### src/rtl/bcp_pkg.sv
// Shared types, widths and the binomial table for the Bezier point evaluator.
`timescale 1ns / 1ps
package bcp_pkg;

    localparam int MAX_POINTS = 16;
    localparam int IDX_W      = $clog2(MAX_POINTS);
    localparam int COORD_W    = 32;
    localparam int T_FRAC     = 16;
    localparam int T_W        = T_FRAC + 1;
    localparam int BIN_W      = 13;
    localparam int COEF_W     = COORD_W + BIN_W + 1;
    localparam int ACC_W      = 64;
    localparam int RND_W      = ACC_W - T_FRAC;

    localparam logic [T_W-1:0]   T_ONE  = T_W'(1) << T_FRAC;
    localparam logic [ACC_W-1:0] T_HALF = ACC_W'(1) << (T_FRAC - 1);

    typedef logic [MAX_POINTS-1:0][MAX_POINTS-1:0][BIN_W-1:0] bin_tab_t;

    // Build Pascal's triangle at elaboration; entries with k above n are zero
    function automatic bin_tab_t make_binoms();
        bin_tab_t tab;
        tab = '0;
        for (int n = 0; n < MAX_POINTS; n++) begin
            for (int k = 0; k < MAX_POINTS; k++) begin
                if (k == 0) begin
                    tab[n][k] = BIN_W'(1);
                end else if (n == 0) begin
                    tab[n][k] = '0;
                end else begin
                    tab[n][k] = tab[n-1][k-1] + tab[n-1][k];
                end
            end
        end
        return tab;
    endfunction

    localparam bin_tab_t BINOM = make_binoms();

    // Commands from the sequencer to the power unit
    typedef struct packed {
        logic             init;
        logic             pow_en;
        logic             wgt_en;
        logic [IDX_W-1:0] k;
        logic [IDX_W-1:0] nk;
    } pwr_ctl_t;

endpackage

### src/rtl/bcp_power.sv
// Power sequence of t and 1-t and the weight t^k * (1-t)^(n-k) for each term.
`timescale 1ns / 1ps
module bcp_power
    import bcp_pkg::*;
(
    input  logic           aclk,
    input  logic           aresetn,
    input  pwr_ctl_t       ctl,
    input  logic [T_W-1:0] t_param,
    output logic [T_W-1:0] weight,
    output logic           weight_vld
);

    logic [T_W-1:0]   t_reg, u_reg, pt_run_reg, pu_run_reg;
    logic [T_W-1:0]   pt_arr_reg [MAX_POINTS];
    logic [T_W-1:0]   pu_arr_reg [MAX_POINTS];
    logic [T_W-1:0]   t_clip, pt_next, pu_next, w_next;
    logic [2*T_W-1:0] pt_prod, pu_prod, w_prod;
    logic [T_W-1:0]   w_reg;
    logic             w_vld_reg;

    // Clamp t to one
    assign t_clip = (t_param > T_ONE) ? T_ONE : t_param;

    // One rounded multiply per power and per weight
    assign pt_prod = pt_run_reg * t_reg + (2*T_W)'(T_HALF);
    assign pu_prod = pu_run_reg * u_reg + (2*T_W)'(T_HALF);
    assign w_prod  = pt_arr_reg[ctl.k] * pu_arr_reg[ctl.nk] + (2*T_W)'(T_HALF);
    assign pt_next = pt_prod[T_FRAC +: T_W];
    assign pu_next = pu_prod[T_FRAC +: T_W];
    assign w_next  = w_prod[T_FRAC +: T_W];

    // Advance the power chains
    always_ff @(posedge aclk) begin
        if (ctl.init) begin
            t_reg         <= t_clip;
            u_reg         <= T_ONE - t_clip;
            pt_run_reg    <= T_ONE;
            pu_run_reg    <= T_ONE;
            pt_arr_reg[0] <= T_ONE;
            pu_arr_reg[0] <= T_ONE;
        end else if (ctl.pow_en) begin
            pt_run_reg        <= pt_next;
            pu_run_reg        <= pu_next;
            pt_arr_reg[ctl.k] <= pt_next;
            pu_arr_reg[ctl.k] <= pu_next;
        end
        if (ctl.wgt_en) begin
            w_reg <= w_next;
        end
    end

    always_ff @(posedge aclk) begin
        if (!aresetn) begin
            w_vld_reg <= 1'b0;
        end else begin
            w_vld_reg <= ctl.wgt_en;
        end
    end

    assign weight     = w_reg;
    assign weight_vld = w_vld_reg;

endmodule

### config.mk
export PLATFORM = sky130hd
export DESIGN_NAME = bcp_power
export DESIGN_NICKNAME = d
export VERILOG_FILES = /design/src/rtl/bcp_pkg.sv /design/src/rtl/bcp_power.sv
export SDC_FILE = /design/constraint.sdc
export NUM_CORES = 2
export LEC_CHECK = 0
export ABC_AREA = 1
export BUFFER_PORTS_ARGS = -buffer_cell sky130_fd_sc_hd__buf_2
export CAP_MARGIN = 0
export CORE_ASPECT_RATIO = 0.8
export CORE_MARGIN = 2
export CORE_UTILIZATION = 55
export DETAILED_ROUTE_END_ITERATION = 8
export PLACE_DENSITY = 0.69
export RECOVER_POWER = 100
export SLEW_MARGIN = 20
export SYNTH_ARGS = -nofsm -noshare
export SYNTH_HDL_FRONTEND = slang
export SYNTH_SLANG_ARGS = --single-unit
### constraint.sdc
create_clock -name aclk -period 9.05 [get_ports aclk]
set_input_delay 1.81 -clock aclk [delete_from_list [all_inputs] [get_ports aclk]]
set_output_delay 1.81 -clock aclk [all_outputs]
set_load 0.05 [all_outputs]
==> flow_summary_export.csv <==
group,metric,value,unit
timing,relSlewSlack,-1.232,
detailed_routing,drtAntennaViolNets,0,
place,globalplace.congestion,0.9269,
setup_path,path_class,"in -> reg",
detailed_routing,drt_iter0_markers,3703,
cts,clock_latency,0.69,ns
floorplanning,dieWidth,355.1,µm
cts,cts_max_level,2,
timing,grt_setup_unrepaired,"false",
synth,yosys-top-cells-count,"1,295 x inv_1, 1,225 x nand2_1, 669 x fa_1",
timing,setup_violations,0,
final_layout,n_fill_cell,8440,
synth,synth_top_cell_area_share,0.3288,
timing,tightest_slew,3.348,ns
synth,ys_top_cells_by_area,"edfxtp_1 33%, fa_1 25%, inv_1 9.0%, nand2_1 8.5%, ha_1 7.8%",
job,maxCapViolations,21,
synth,netlist_instances,5812,
floorplanning,num_io_pins,48,
timing,setup_ws,0.5918,ns
synth,synth-seq-cells,629,
cts,cts_setup_buffers,0,
setup_path,path_max_fanout,23,
setup_path,max_stage_delay,0.63,ns
synth,syn_nets,6848,
timing,period_share,0.9346,
detailed_routing,drcViolationCount,0,
detailed_routing,post_drt_via_cell_ratio,5.515,
cts,cts_tree,"built",
place,dp_hpwl,96.59,mm
setup_path,crit_top_cell,"fa_1",
setup_path,cp.required,9.47,ns
synth,yosysMostFrequentCell,"inv_1",
floorplanning,rows,103,
floorplanning,coreArea,0.09820,mm²
synth,yosys_warnings,0,
grt,grt_pass1_wl,221.4,mm
hold_path,hp-class,"reg -> reg",
cts,cts-root-buf,"clkbuf_16",
timing,tns,0,ns
grt,antenna_found_initial,3,
final_layout,post-route-util,0.5851,
timing,fin_skew,0.06865,ns
setup_path,crit_slowest_cell,"a21boi_0",
synth,synth-seq-area-share,0.3417,
grt,gr-total-overflow,0,
cts,cts_buffer_depth,3,
place,port_buffers,47,
cts,cts_buffers,61,
grt,grt_pass1_vias,40300,
synth,synth_top_cell_by_area,"edfxtp_1",
detailed_routing,drtPass1Iterations,6,
final_layout,layout-drive-gt1-share,0.04867,
floorplanning,dieArea,0.1012,mm²
final_layout,final_cells,7086,
synth,synth_cell_type_count,53,
cts,cts_resized,0,
synth,mappedNetlistArea,0.05425,mm²
grt,grt_max_degree,137,
timing,hold_viol,0,
cts,cts-hold-fix-buffers,0,
detailed_routing,wl_per_cell,19.38,µm
place,placed_cells_incl_taps,6969,
synth,synth-edff-count,594,
run_status,violations,"capacitance limit, slew limit",
timing,post-route-min-period,8.458,ns
floorplanning,die_h,284.9,µm
cts,clk_pin_slew,0.07,ns
run_status,run_status,"complete, but fails checks",
synth,synthArstFlopShare,0,
final_layout,fin_nets,6756,
synth,syn_avg_cell_area,9.333,µm²
place,place_ws,0.3092,ns
timing,max_freq,118.2,MHz
cts,cts.sinks,629,
setup_path,cp-start-kind,"primary input",
detailed_routing,vias,39080,
floorplanning,initial_core_util,0.5524,
final_layout,area_growth,5.919,%
setup_path,arrival,8.88,ns
timing,maxSlewViolCount,570,
grt,track_usage,0.2791,
synth,synth-main-ff-cell,"edfxtp_1",
setup_path,end_kind,"register",
detailed_routing,drt_wl_total,137.3,mm
[per-layer routing]
layer / share of wire / GRT usage / up-vias / wire length, µm
li1: - / - / 17790 / -
met1: 0.43 / 0.4051 / 19450 / 59610
met2: 0.46 / 0.4445 / 1626 / 62740
met3: 0.088 / 0.04358 / 211 / 12030
met4: 0.021 / 0.06536 / 2 / 2914
met5: 0.000080 / 0 / - / 11
[kinds of logic after synthesis]
logic type,Yosys count,share of synthesized area
XOR/XNOR,48,0.007888
buffers and inverters,1618,0.1188
flip-flops,629,0.3417
AND/OR/NAND/NOR,1871,0.1363
AO/OA/AOI/OAI,640,0.07058
adder cells (fa/ha/maj),1006,0.3246
[final timing paths]
path | from | endpoint | slack (ns) | cells past startpoint
worst max-delay path | ctl[5] | weight[11] | 0.59 | 29
worst min-delay path | pu_run_reg[13] | pu_run_reg[13] | 0.46 | 2
worst max register to register | pu_run_reg[10] | pu_arr_reg[13][5] | 1.64 | 23
worst min register to register | pu_run_reg[13] | pu_run_reg[13] | 0.46 | 2
[cells in the final DEF, fill, tap and decap left out, types with 11 or more instances in the layout]
| master | Yosys | layout |
|---|---|---|
| o221ai_1 | 92 | 92 |
| nand3_1 | 111 | 111 |
| o211ai_1 | 37 | 37 |
| nor2_1 | 441 | 436 |
| nand2_1 | 1225 | 1228 |
| clkbuf_1 | 190 | 43 |
| buf_12 | 0 | 11 |
| buf_2 | 34 | 22 |
| dfxtp_1 | 35 | 35 |
| o22ai_1 | 35 | 35 |
| inv_2 | 35 | 33 |
| a21oi_1 | 101 | 102 |
| ha_1 | 337 | 337 |
| clkinv_1 | 3 | 14 |
| nand2_2 | 36 | 33 |
| o21ai_1 | 22 | 16 |
| xor2_1 | 35 | 35 |
| o21ai_0 | 307 | 313 |
| buf_4 | 26 | 56 |
| nor3_1 | 25 | 25 |
| fa_1 | 669 | 669 |
| clkbuf_16 | 0 | 61 |
| inv_1 | 1295 | 1295 |
| xnor2_1 | 12 | 12 |
| edfxtp_1 | 594 | 594 |
| clkinv_2 | 0 | 21 |
[metrics by stage]
| step | hold slack, ns | instance area [µm²] |
|---|---|---|
| 6_report | 0.4561 | 57460 |
| 5_1_grt | 0.4757 | 57450 |
| 4_1_cts | 0.4546 | 57660 |
| 3_5_place_dp | 0.4415 | 55570 |
| 3_3_place_gp | 0.4404 | 55570 |
| 2_1_floorplan | 0.5615 | 54250 |
[worst max-delay path, delay by kind of cell]
family | cells | cell delay (ns)
AND/OR/NAND/NOR | 6 | 0.94
buffers and inverters | 9 | 1.38
adder cells (fa/ha/maj) | 7 | 3.05
AO/OA/AOI/OAI | 7 | 1.67
[cell type report]
cell class | instances | area, µm² | area share
Clock buffer | 63 | 1534 | 0.02670
Antenna cell | 1 | 2.502 | 0.00004355
Timing Repair Buffer | 130 | 904.6 | 0.01574
Inverter | 1333 | 5006 | 0.08713
Clock inverter | 53 | 555.5 | 0.009669
Sequential cell | 629 | 18540 | 0.3226
Multi-Input combinational cell | 3565 | 29270 | 0.5095
Tap cell | 1312 | 1642 | 0.02857
Power is not shown: default switching activity piles up to over one toggle a cycle in this logic, so the estimate is an artifact.
