### src/rtl/bcp_pkg.sv
// Shared types, widths and the binomial table for the Bezier point evaluator.
`timescale 1ns / 1ps
package bcp_pkg;

    localparam int MAX_POINTS = 16;
    localparam int IDX_W      = $clog2(MAX_POINTS);
    localparam int COORD_W    = 32;
    localparam int T_FRAC     = 16;
    localparam int T_W        = T_FRAC + 1;
    localparam int BIN_W      = 13;
    localparam int COEF_W     = COORD_W + BIN_W + 1;
    localparam int ACC_W      = 64;
    localparam int RND_W      = ACC_W - T_FRAC;

    localparam logic [T_W-1:0]   T_ONE  = T_W'(1) << T_FRAC;
    localparam logic [ACC_W-1:0] T_HALF = ACC_W'(1) << (T_FRAC - 1);

    typedef logic [MAX_POINTS-1:0][MAX_POINTS-1:0][BIN_W-1:0] bin_tab_t;

    // Build Pascal's triangle at elaboration; entries with k above n are zero
    function automatic bin_tab_t make_binoms();
        bin_tab_t tab;
        tab = '0;
        for (int n = 0; n < MAX_POINTS; n++) begin
            for (int k = 0; k < MAX_POINTS; k++) begin
                if (k == 0) begin
                    tab[n][k] = BIN_W'(1);
                end else if (n == 0) begin
                    tab[n][k] = '0;
                end else begin
                    tab[n][k] = tab[n-1][k-1] + tab[n-1][k];
                end
            end
        end
        return tab;
    endfunction

    localparam bin_tab_t BINOM = make_binoms();

    // Commands from the sequencer to the power unit
    typedef struct packed {
        logic             init;
        logic             pow_en;
        logic             wgt_en;
        logic [IDX_W-1:0] k;
        logic [IDX_W-1:0] nk;
    } pwr_ctl_t;

endpackage

### src/rtl/bcp_ram.sv
// Generic single-port-write, registered-read RAM.
`timescale 1ns / 1ps
module bcp_ram #(
    parameter int WIDTH = 8,
    parameter int DEPTH = 16
) (
    input  logic                     aclk,
    input  logic                     wr_en,
    input  logic [$clog2(DEPTH)-1:0] wr_addr,
    input  logic [WIDTH-1:0]         wr_data,
    input  logic                     rd_en,
    input  logic [$clog2(DEPTH)-1:0] rd_addr,
    output logic [WIDTH-1:0]         rd_data
);

    logic [WIDTH-1:0] mem_reg [DEPTH];

    // Write and registered read
    always_ff @(posedge aclk) begin
        if (wr_en) begin
            mem_reg[wr_addr] <= wr_data;
        end
        if (rd_en) begin
            rd_data <= mem_reg[rd_addr];
        end
    end

endmodule

### src/rtl/bcp_lane.sv
// One coordinate lane: coefficient table and multiply-accumulate.
`timescale 1ns / 1ps
module bcp_lane
    import bcp_pkg::*;
(
    input  logic                      aclk,
    input  logic                      load_en,
    input  logic [IDX_W-1:0]          load_idx,
    input  logic signed [COORD_W-1:0] coord,
    input  logic [BIN_W-1:0]          binom,
    input  logic                      rd_en,
    input  logic [IDX_W-1:0]          rd_idx,
    input  logic                      acc_clr,
    input  logic [T_W-1:0]            weight,
    input  logic                      weight_vld,
    output logic signed [ACC_W-1:0]   acc
);

    logic signed [COEF_W-1:0] coef_wr, coef_rd;
    logic signed [ACC_W-1:0]  acc_reg, prod;

    // Scale the control point by its binomial on load
    assign coef_wr = COEF_W'($signed(coord) * $signed({1'b0, binom}));

    bcp_ram #(
        .WIDTH(COEF_W),
        .DEPTH(MAX_POINTS)
    ) u_coef (
        .aclk    (aclk),
        .wr_en   (load_en),
        .wr_addr (load_idx),
        .wr_data (coef_wr),
        .rd_en   (rd_en),
        .rd_addr (rd_idx),
        .rd_data (coef_rd)
    );

    assign prod = ACC_W'($signed(coef_rd) * $signed({1'b0, weight}));

    // Accumulate one term per cycle
    always_ff @(posedge aclk) begin
        if (acc_clr) begin
            acc_reg <= '0;
        end else if (weight_vld) begin
            acc_reg <= acc_reg + prod;
        end
    end

    assign acc = acc_reg;

endmodule

### config.mk
export PLATFORM = sky130hd
export DESIGN_NAME = bcp_lane
export DESIGN_NICKNAME = d
export VERILOG_FILES = /design/src/rtl/bcp_pkg.sv /design/src/rtl/bcp_ram.sv /design/src/rtl/bcp_lane.sv
export SDC_FILE = /design/constraint.sdc
export NUM_CORES = 2
export LEC_CHECK = 0
export BUFFER_PORTS_ARGS = -buffer_cell sky130_fd_sc_hd__buf_4
export CORE_MARGIN = 2
export CORE_UTILIZATION = 40
export DETAILED_ROUTE_END_ITERATION = 7
export GPL_TIMING_DRIVEN = 1
export PLACE_DENSITY = 0.53
export REMOVE_ABC_BUFFERS = 1
export SYNTH_ARGS = -nofsm -noshare
export SYNTH_HDL_FRONTEND = slang
export SYNTH_HIERARCHICAL = 1
export SYNTH_SLANG_ARGS = --single-unit
### constraint.sdc
create_clock -name aclk -period 12.75 [get_ports aclk]
set_input_delay 1.275 -clock aclk [delete_from_list [all_inputs] [get_ports aclk]]
set_output_delay 1.275 -clock aclk [all_outputs]
set_load 0.005 [all_outputs]
==> flow_metrics.env <==
export IMPL_clk_pin_slew_ns=0.06
export IMPL_maxSlewHeadroom_pct=7.88
export IMPL_max_stage_delay_ns=0.58
export IMPL_rsz0062_at_grt="no"
export IMPL_synth_main_ff_cell="edfxtp_1"
export IMPL_synth_async_reset_ratio_pct=0
export IMPL_wl_met1_um=86800
export IMPL_largest_register_ffs=736
export IMPL_synth_top_area_share_pct=31.4
export IMPL_setup_violations=0
export IMPL_fmax_ghz=0.124
export IMPL_numCtsBuffers=85
export IMPL_maxCapViolCount=0
export IMPL_cts_tree="done"
export IMPL_worst_path_buf_inv=6
export IMPL_grt_pass1_wl_um=315000
export IMPL_seqCellArea_um2=24800
export IMPL_ios=139
export IMPL_htree_levels=3
export IMPL_floorplan_die_area_um2=190000
export IMPL_wl_met3_um=9220
export IMPL_finalHoldViolCount=0
export IMPL_overflow=0
export IMPL_antenna_found_initial=5
export IMPL_place_hpwl_um=137000
export IMPL_die_w_um=436
export IMPL_rows=158
export IMPL_grt_pass1_vias=51599
export IMPL_critPathTopFamily="adder cells"
export IMPL_finClkSkew_ns=0.0550
export IMPL_tns_ns=0
export IMPL_post_cts_resized=0
export IMPL_layout_common_cells="1456 x inv_1, 1169 x fa_1, 782 x edfxtp_1"
export IMPL_crit_path_start="weight[9]"
export IMPL_worstPathCellList="buf_4 > nand2_1 > fa_1 > inv_1 > fa_1 > inv_1 > fa_1 > inv_1 > fa_1 > fa_1 > inv_1 > fa_1 > inv_1 > ha_1 > o211ai_1 > a311o_1 > a211oi_1 > a31oi_1 > o2111ai_1 > and2_1 > a21oi_1 > or4_1 > o311ai_0"
export IMPL_io_buffer_count=138
export IMPL_cpMostUsedCell="fa_1"
export IMPL_crit_path_end_kind="flop"
export IMPL_yosysUniqueCellTypes=74
export IMPL_crit_arrival_ns=8.67
export IMPL_placed_cell_area_um2=78300
export IMPL_clock_latency_ns=0.71
export IMPL_dr_pass1_iters=5
export IMPL_n_fill_cell=17390
export IMPL_yosysWarnings=6
export IMPL_reg2reg_from="u_coef/rd_data[9]"
export IMPL_final_common_cell="inv_1"
export IMPL_via_per_inst=5.17
export IMPL_netlist_instances=6429
export IMPL_synth_seq_area_share_pct=33.1
export IMPL_status="finished, final reports clean"
export IMPL_min_period_ns=8.09
export IMPL_cts_sinks=846
export IMPL_totalWireLength_um=202000
export IMPL_coreArea_um2=186000
export IMPL_nNetsFinal=7901
export IMPL_wl_per_cell_um=22.6
export IMPL_vias=46255
export IMPL_setup_ws_ns=4.66
export IMPL_holdBufCountCts=0
export IMPL_cp_data_required_time_ns=13.33
export IMPL_synth_avg_cell_area_um2=11.6
export IMPL_postCtsSetupRepairBufs=0
export IMPL_design_area_um2=81100
export IMPL_met2_length_um=99800
export IMPL_die_y_um=436
export IMPL_cts_buffer_depth=3
export IMPL_highest_layer="met4"
export IMPL_layout_drive_gt1_share_pct=8.37
export IMPL_yosys_area_top_type="edfxtp_1"
export IMPL_synth_seq_cells=846
export IMPL_synth_area_leaders="edfxtp_1 31%, fa_1 31%, inv_1 7.3%"
export IMPL_gp_congestion=0.876
export IMPL_crit_slowest_cell="buf_4"
export IMPL_crit_type="input pin to flop"
export IMPL_syn_area_um2=74800
export IMPL_area_growth_pct=8.42
export IMPL_floorplan_initialDensity_pct=40.3
export IMPL_crit_fanout=46
export IMPL_drt_initial_drc_count=2984
export IMPL_cp_start_kind="input pin"
export IMPL_finalCritPeriodShare_pct=63.5
export IMPL_drcViolationCount=0
export IMPL_tightest_slew_ns=1.37
export IMPL_hold_path_class="flop to flop"
export IMPL_multi_input_area_um2=43500
export IMPL_hold_ws_ns=0.503
export IMPL_dp_slack_ns=4.02
export IMPL_min_delay_start="acc[17]"
export IMPL_drt_antenna_violating_nets=0
export IMPL_synth_edf_count=782
export IMPL_grt_max_degree=74
export IMPL_final_max_slew_violation_count=0
export IMPL_grtUsageTotal_pct=21.9
export IMPL_root_buffer="clkbuf_16"
## worst reg2reg max path, stage by stage, from the launching register on
cell and delay [ns]:
edfxtp_1 1.15, nand2_1 0.21, fa_1 0.58, inv_1 0.05, fa_1 0.49, fa_1 0.60
fa_1 0.49, fa_1 0.51, inv_1 0.05, fa_1 0.47, inv_1 0.04, ha_1 0.44
o21a_1 0.18, nor2_1 0.04, a311o_1 0.34, a211oi_1 0.50, a31oi_1 0.42, o2111ai_1 0.32
and2_1 0.29, a21oi_1 0.16, or4_1 0.42, o311ai_0 0.13
## kinds of logic after synthesis
kind of cell / Yosys count / synth area share [%]
adder cells (fa/ha/maj): 1431 / 35.7
multiplexers: 227 / 6.12
buffers and inverters: 1767 / 9.01
flip-flops: 846 / 33.1
AND/OR/NAND/NOR: 1582 / 10.6
AO/OA/AOI/OAI: 470 / 4.31
XOR/XNOR: 106 / 1.24
## per-stage QoR
| stage | std cells | utilization, % |
|---|---|---|
| 2_1_floorplan | 6118 | - |
| 3_3_place_gp | 8788 | 42.2 |
| 3_5_place_dp | 8788 | 42.2 |
| 4_1_cts | 8944 | 43.7 |
| 5_1_grt | 8944 | 43.7 |
| 6_report | 8950 | 43.7 |
## final cells by class
class	instances	share of cell area, %
Sequential cell	846	30.5
Clock buffer	107	2.78
Antenna cell	6	0.0185
Timing Repair Buffer	190	1.78
Multi-Input combinational cell	3816	53.7
Inverter	1456	6.74
Tap cell	2480	3.83
Clock inverter	49	0.654
## path summary, 6_finish.rpt
check	slack, ns	end	cells past startpoint
setup / recovery	4.66	acc[54]	23
hold / removal	0.50	acc[17]	2
setup reg to reg	4.81	acc[54]	21
hold reg to reg	0.50	acc[17]	2
## metal layers
| layer | global-route usage (%) | vias up |
|---|---|---|
| met2 | 37.6 | 1209 |
| met1 | 29.2 | 24669 |
| met5 | 0 | - |
| met3 | 2.37 | 272 |
| met4 | 6.43 | 0 |
| li1 | - | 20105 |
## synth_stat cells, types with 4 or more instances
cell type	number
nor2b_1	10
a211o_1	4
o22ai_1	6
a221oi_1	8
o221ai_1	4
ha_1	262
a21boi_0	4
clkbuf_1	269
o21bai_1	19
and2_1	663
o21ai_0	58
buf_2	4
fa_1	1169
a21oi_1	117
a31o_2	4
nand3_1	18
a211oi_1	17
buf_4	9
o211ai_1	7
mux2i_1	41
dfxtp_1	64
xor2_1	32
and4_1	5
o21a_1	11
buf_6	9
a22oi_1	92
edfxtp_1	782
inv_1	1456
a21o_1	61
mux4_2	184
nor2_1	115
a31oi_1	13
nor4_1	4
buf_1	20
nand2b_1	13
nand4_1	20
and3_1	12
or3_1	6
nand2_1	678
o311ai_0	7
nor3_1	22
or4_1	5
xnor2_1	74
Power is left out: the tool's default activity adds up to more than one toggle a clock period on the data nets, which glitch-free logic cannot reach.
