<file path="config.mk">
export PLATFORM = sky130hd
export DESIGN_NAME = bcp_merge
export DESIGN_NICKNAME = d
export VERILOG_FILES = /design/src/rtl/bcp_pkg.sv /design/src/rtl/bcp_merge.sv
export SDC_FILE = /design/constraint.sdc
export NUM_CORES = 1
export LEC_CHECK = 0
export ABC_AREA = 1
export CORE_ASPECT_RATIO = 0.9
export CORE_MARGIN = 2
export CORE_UTILIZATION = 43
export CTS_BUF_LIST = sky130_fd_sc_hd__clkbuf_4
export DETAILED_ROUTE_END_ITERATION = 8
export DONT_BUFFER_PORTS = 1
export SETUP_SLACK_MARGIN = 0.02
export SKIP_LAST_GASP = 1
export SYNTH_ARGS = -nofsm -noshare
export SYNTH_HDL_FRONTEND = slang
export SYNTH_SLANG_ARGS = --single-unit
export TNS_END_PERCENT = 20
</file>
<file path="constraint.sdc">
create_clock -name aclk -period 6.1 [get_ports aclk]
set_input_delay 0.915 -clock aclk [delete_from_list [all_inputs] [get_ports aclk]]
set_output_delay 0.915 -clock aclk [all_outputs]
set_load 0.1 [all_outputs]
</file>
<file path="src/rtl/bcp_pkg.sv">
// Shared types, widths and the binomial table for the Bezier point evaluator.
`timescale 1ns / 1ps
package bcp_pkg;

    localparam int MAX_POINTS = 16;
    localparam int IDX_W      = $clog2(MAX_POINTS);
    localparam int COORD_W    = 32;
    localparam int T_FRAC     = 16;
    localparam int T_W        = T_FRAC + 1;
    localparam int BIN_W      = 13;
    localparam int COEF_W     = COORD_W + BIN_W + 1;
    localparam int ACC_W      = 64;
    localparam int RND_W      = ACC_W - T_FRAC;

    localparam logic [T_W-1:0]   T_ONE  = T_W'(1) << T_FRAC;
    localparam logic [ACC_W-1:0] T_HALF = ACC_W'(1) << (T_FRAC - 1);

    typedef logic [MAX_POINTS-1:0][MAX_POINTS-1:0][BIN_W-1:0] bin_tab_t;

    // Build Pascal's triangle at elaboration; entries with k above n are zero
    function automatic bin_tab_t make_binoms();
        bin_tab_t tab;
        tab = '0;
        for (int n = 0; n < MAX_POINTS; n++) begin
            for (int k = 0; k < MAX_POINTS; k++) begin
                if (k == 0) begin
                    tab[n][k] = BIN_W'(1);
                end else if (n == 0) begin
                    tab[n][k] = '0;
                end else begin
                    tab[n][k] = tab[n-1][k-1] + tab[n-1][k];
                end
            end
        end
        return tab;
    endfunction

    localparam bin_tab_t BINOM = make_binoms();

    // Commands from the sequencer to the power unit
    typedef struct packed {
        logic             init;
        logic             pow_en;
        logic             wgt_en;
        logic [IDX_W-1:0] k;
        logic [IDX_W-1:0] nk;
    } pwr_ctl_t;

endpackage

</file>
<file path="src/rtl/bcp_merge.sv">
// Round and saturate the three lane sums and hold the result request.
`timescale 1ns / 1ps
module bcp_merge
    import bcp_pkg::*;
(
    input  logic                    aclk,
    input  logic                    aresetn,
    input  logic                    load,
    input  logic signed [ACC_W-1:0] acc_x,
    input  logic signed [ACC_W-1:0] acc_y,
    input  logic signed [ACC_W-1:0] acc_z,
    output logic                    slot_free,
    output logic                    m_tvalid,
    input  logic                    m_tready,
    output logic [3*COORD_W-1:0]    m_tdata,
    output logic                    m_tuser
);

    logic signed [ACC_W-1:0]   sum_x, sum_y, sum_z;
    logic signed [RND_W-1:0]   r_x, r_y, r_z;
    logic [COORD_W-1:0]        c_x, c_y, c_z;
    logic                      s_x, s_y, s_z;
    logic [3*COORD_W-1:0]      data_reg;
    logic                      sat_reg, vld_reg;

    localparam logic signed [RND_W-1:0] HI = RND_W'({1'b0, {(COORD_W-1){1'b1}}});
    localparam logic signed [RND_W-1:0] LO = -HI - RND_W'(1);

    // Round half up by floor shift
    assign sum_x = acc_x + $signed(T_HALF);
    assign sum_y = acc_y + $signed(T_HALF);
    assign sum_z = acc_z + $signed(T_HALF);
    assign r_x   = RND_W'(sum_x >>> T_FRAC);
    assign r_y   = RND_W'(sum_y >>> T_FRAC);
    assign r_z   = RND_W'(sum_z >>> T_FRAC);

    // Clip to the coordinate range
    always_comb begin
        s_x = (r_x > HI) || (r_x < LO);
        s_y = (r_y > HI) || (r_y < LO);
        s_z = (r_z > HI) || (r_z < LO);
        c_x = (r_x > HI) ? HI[COORD_W-1:0] : (r_x < LO) ? LO[COORD_W-1:0] : r_x[COORD_W-1:0];
        c_y = (r_y > HI) ? HI[COORD_W-1:0] : (r_y < LO) ? LO[COORD_W-1:0] : r_y[COORD_W-1:0];
        c_z = (r_z > HI) ? HI[COORD_W-1:0] : (r_z < LO) ? LO[COORD_W-1:0] : r_z[COORD_W-1:0];
    end

    assign slot_free = !vld_reg || m_tready;

    // Hold the result until taken
    always_ff @(posedge aclk) begin
        if (load && slot_free) begin
            data_reg <= {c_z, c_y, c_x};
            sat_reg  <= s_x | s_y | s_z;
        end
    end

    always_ff @(posedge aclk) begin
        if (!aresetn) begin
            vld_reg <= 1'b0;
        end else if (load && slot_free) begin
            vld_reg <= 1'b1;
        end else if (m_tready) begin
            vld_reg <= 1'b0;
        end
    end

    assign m_tvalid = vld_reg;
    assign m_tdata  = data_reg;
    assign m_tuser  = sat_reg;

endmodule

</file>
==> summary.md <==
| Metric | Value |
|---|---|
| Outcome | completed |
| CTS tree | done |
| Max_slew headroom | between 20% and 30% |
| Simple-gate share of the synthesized area | about half |
| Largest family of logic cells by synthesized area | simple AND/OR/NAND/NOR gates |
| H-tree depth | 3 |
| R2R depth | 2 |
| Crit. path cell count | 1 |
| Top layer in use | met4 |
| Post-Syn Nets | between 1,500 and 2,000 |
| Clock slew at reported path FFs | 0.19 ns |
| Area Growth Syn to Fin | 3.86% |
| Post-synthesis register bit count | 98 |
| Crit path max fanout | 3 |
| Worst hold slack | 0.541 ns |
| Vias in the first global route | 7,791 |
| Top_reg_cell synth | edfxtp_1 |
| Sequential fraction of the synthesis area | between 30 and 40% |
| Worst endpoint required time | 5.18 ns |
| Buf/Inv on CP | 0 |
| Num CTS Buffers | 9 |
| Multi-input logic area | around 0.0054 mm² |
| Final GP Congestion | roughly 0.95 |
| Dpl cell area | 0.00900 mm² |
| Row count | slightly below 50 |
| Count leader, synth | nand2_1 |
| Critical path's largest stage delay | ~1.1 ns |
| Power consumption | between 1.5 and 2 mW |
| Postcts setup bufs | 0 |
| DRC viols | 0 |
| Period utilisation layout | between 50% and 60% |
| Post-synth EDFFs | just under 100 |
| Largest net degree at the start of global routing | between 70 and 80 |
| Kind of end point of the critical path | output port |
| Startpoint Class | register |
| Hold_buf cts | 0 |
| Layout fillers | approximately 2,100 |
| Area share of the largest cell type after synthesis | 33.1% |
| Hold Violations, Final | 0 |
| Final setup fails | 0 |
| Synth Instances | approximately 1,400 |
| DR WL met3 | about 2.8 mm |
| Clk_skew | 0.0220 ns |
| Post-route met1 wirelength | ~13 mm |
| DR iter-0 viols | 546 |
| Post-Synth Adder-Cell Area | less than 1% |
| Core Footprint | roughly 0.020 mm² |
| Clk Latency, worst-skew pair | 0.49 ns |
| Drt wl/cell | between 15 and 20 µm |
| Xor/xnor cell area share of the yosys netlist | just under 9% |
| RSZ-0062 raised after global routing | false |
| FFs w/ async S/R, synth | 0% |
| Cell at the slowest stage of the critical path | dfxtp_1 |
| CTS max path bufs | 2 |
| Metal2 WL | roughly 12 mm |
| Vias per std cell | 5.13 |
| Flip-flop and latch area | 0.00293 mm² |
| Synthesized area | 0.00881 mm² |
| # Max-Cap Violations | 0 |
| Least-Margin Pin Slew | about 1.0 ns |
| Dpl hpwl | approximately 23 mm |
| GRT overflow | 0 |
| CP top delay family | flip-flops |
| Synth area leaders | edfxtp_1 (33%), nand2_1 (25%), nor2_1 (11%) |
| Crit path to | slot_free |
| Max-slew violations | 0 |
| Initial antenna violation count | 1 |
| R2R Setup Slk | between 3 and 4 ns |
| Lkg Pwr | between 3 and 4 nW |
| Die Width | 155 µm |
| Io pins | ~300 |
| Most frequent cells after synthesis | nand2_1 (598), nor2_1 (255), edfxtp_1 (97) |
| Count of different cell masters after synthesis | 34 |
| RR Endpoint | m_tdata[91] |
| Share of cells above drive strength 1 | under 10% |
| CTS root buf | clkbuf_4 |
| Synth warnings | 0 |
| CTS sink count | 98 |
| Post-route cell area | 0.00915 mm² |
| Routed Wire Length | 27.9 mm |
| Starting density of the core | 43.9% |
| Port Buffers | 0 |
| Mean Syn Cell Area | 6.45 µm² |
| Tmin final | ~3.3 ns |
| Die Y-Extent | 140 µm |
| Area fraction in compound gates after synthesis | under 10% |
| Worst setup path start | m_tvalid |
| Post-CTS Resized | 0 |
| Mux contribution to synthesized area | 0% |
| NumNets Final | 1,558 |
| Pre-antenna DRT Iters | 5 |
| Synth area leader | edfxtp_1 |
| PD cells | 185 mW/mm² |
| Area of the die | roughly 0.022 mm² |
| CP arrival | 2.41 ns |
| Critical Setup Path Class | reg -> out |
| Hold Crit Class | in -> reg |
| F_max | approximately 300 MHz |
| Total track usage | 25.6% |
| Maximum VDD drop | 0.179 mV |
| Global-route wire length before repair | ~43 mm |
| Setup TNS | 0 ns |
| R2R Path Start | m_tvalid |
| DRT antenna net count | 0 |
| CP cell instances | nand2_1 |
| Vias after detailed routing | slightly above 8,000 |
==> cell families (layout without fill, tap and decap cells) <==
kind of cell / count (synthesis) / in the layout
and+or+nand+nor: 1047 / 1047
buffers and inverters: 113 / 112
DFF: 98 / 98
xor gates and xnor gates: 88 / 88
AOI/OAI and AO/OA: 16 / 16
adders and majority gates: 3 / 3
other: 0 / 1
==> state kept, by name, indices dropped and copies added, names as in the netlist <==
| register | count |
|---|---|
| m_tdata | 96 |
| m_tvalid | 1 |
| m_tuser | 1 |
==> layer usage <==
| metal | vias to the layer above | GRT usage [%] |
|---|---|---|
| met1 | 3653 | 34.8 |
| met3 | 32 | 8.78 |
| met2 | 302 | 39.2 |
| met4 | 0 | 6.34 |
| li1 | 4318 | - |
| met5 | - | 0 |
==> stage by stage <==
step	utilization [%]	std cells	setup slack (ns)
detailed placement	44.9	1603	2.55
global route	45.6	1620	2.67
finish	45.6	1620	2.77
floorplan	-	1365	1.87
CTS	45.6	1619	2.73
global placement	44.9	1603	2.58
==> power by group <==
part	leakage (nW)	total, mW	internal [mW]	switching, mW
clock	0.0790	0.375	0.0989	0.276
combinational	2.68	0.220	0.0742	0.146
sequential	0.915	1.10	0.794	0.301
==> placed cells by master (no fill, tap or decap) <==
cell,count
o21bai_1,6
clkinv_4,1
and2_1,2
diode_2,1
nand3b_1,14
xnor2_1,47
xnor2_2,1
clkbuf_4,9
nor2_8,3
or2_2,6
inv_8,1
nor2_4,6
inv_1,93
inv_2,2
o21bai_2,1
nand2_1,598
nand3_1,74
nor2_1,255
and3b_1,1
clkinv_8,2
inv_6,3
nor3_2,2
a21oi_4,1
buf_4,1
edfxtp_1,97
nor2_2,19
xor2_1,40
nand3_2,7
nand2_2,16
nor3b_1,1
a21oi_1,4
o21ai_2,1
nand4_2,1
a21boi_0,1
dfxtp_1,1
nand4_1,37
nor3_1,5
ha_1,3
o21ai_1,2
==> worst reg2reg max path, cell delays in order (launching register included) <==
cell	delay, ns
dfxtp_1	0.71
a21oi_4	0.80
buf_4	0.86
==> layout make-up <==
type / count / share of cell area (%)
antenna: 1 / 0.0274
clock buffer: 9 / 0.739
clock inverter: 7 / 0.862
inverter: 95 / 3.90
multi-input combinational: 1154 / 58.8
sequential: 98 / 32.1
tap: 255 / 3.49
timing repair buffer: 1 / 0.0821
==> worst min-delay path by stage <==
stage               startpoint       end  slack [ns]  cells past startpoint
floorplan              aresetn  m_tvalid        1.07                      1
finish                 aresetn  m_tvalid        0.54                      1
CTS                    aresetn  m_tvalid        0.50                      1
global route           aresetn  m_tvalid        0.47                      1
detailed placement     aresetn  m_tvalid        1.08                      1
global placement       aresetn  m_tvalid        1.07                      1
Note: power is estimated with default switching activity, not from simulation.
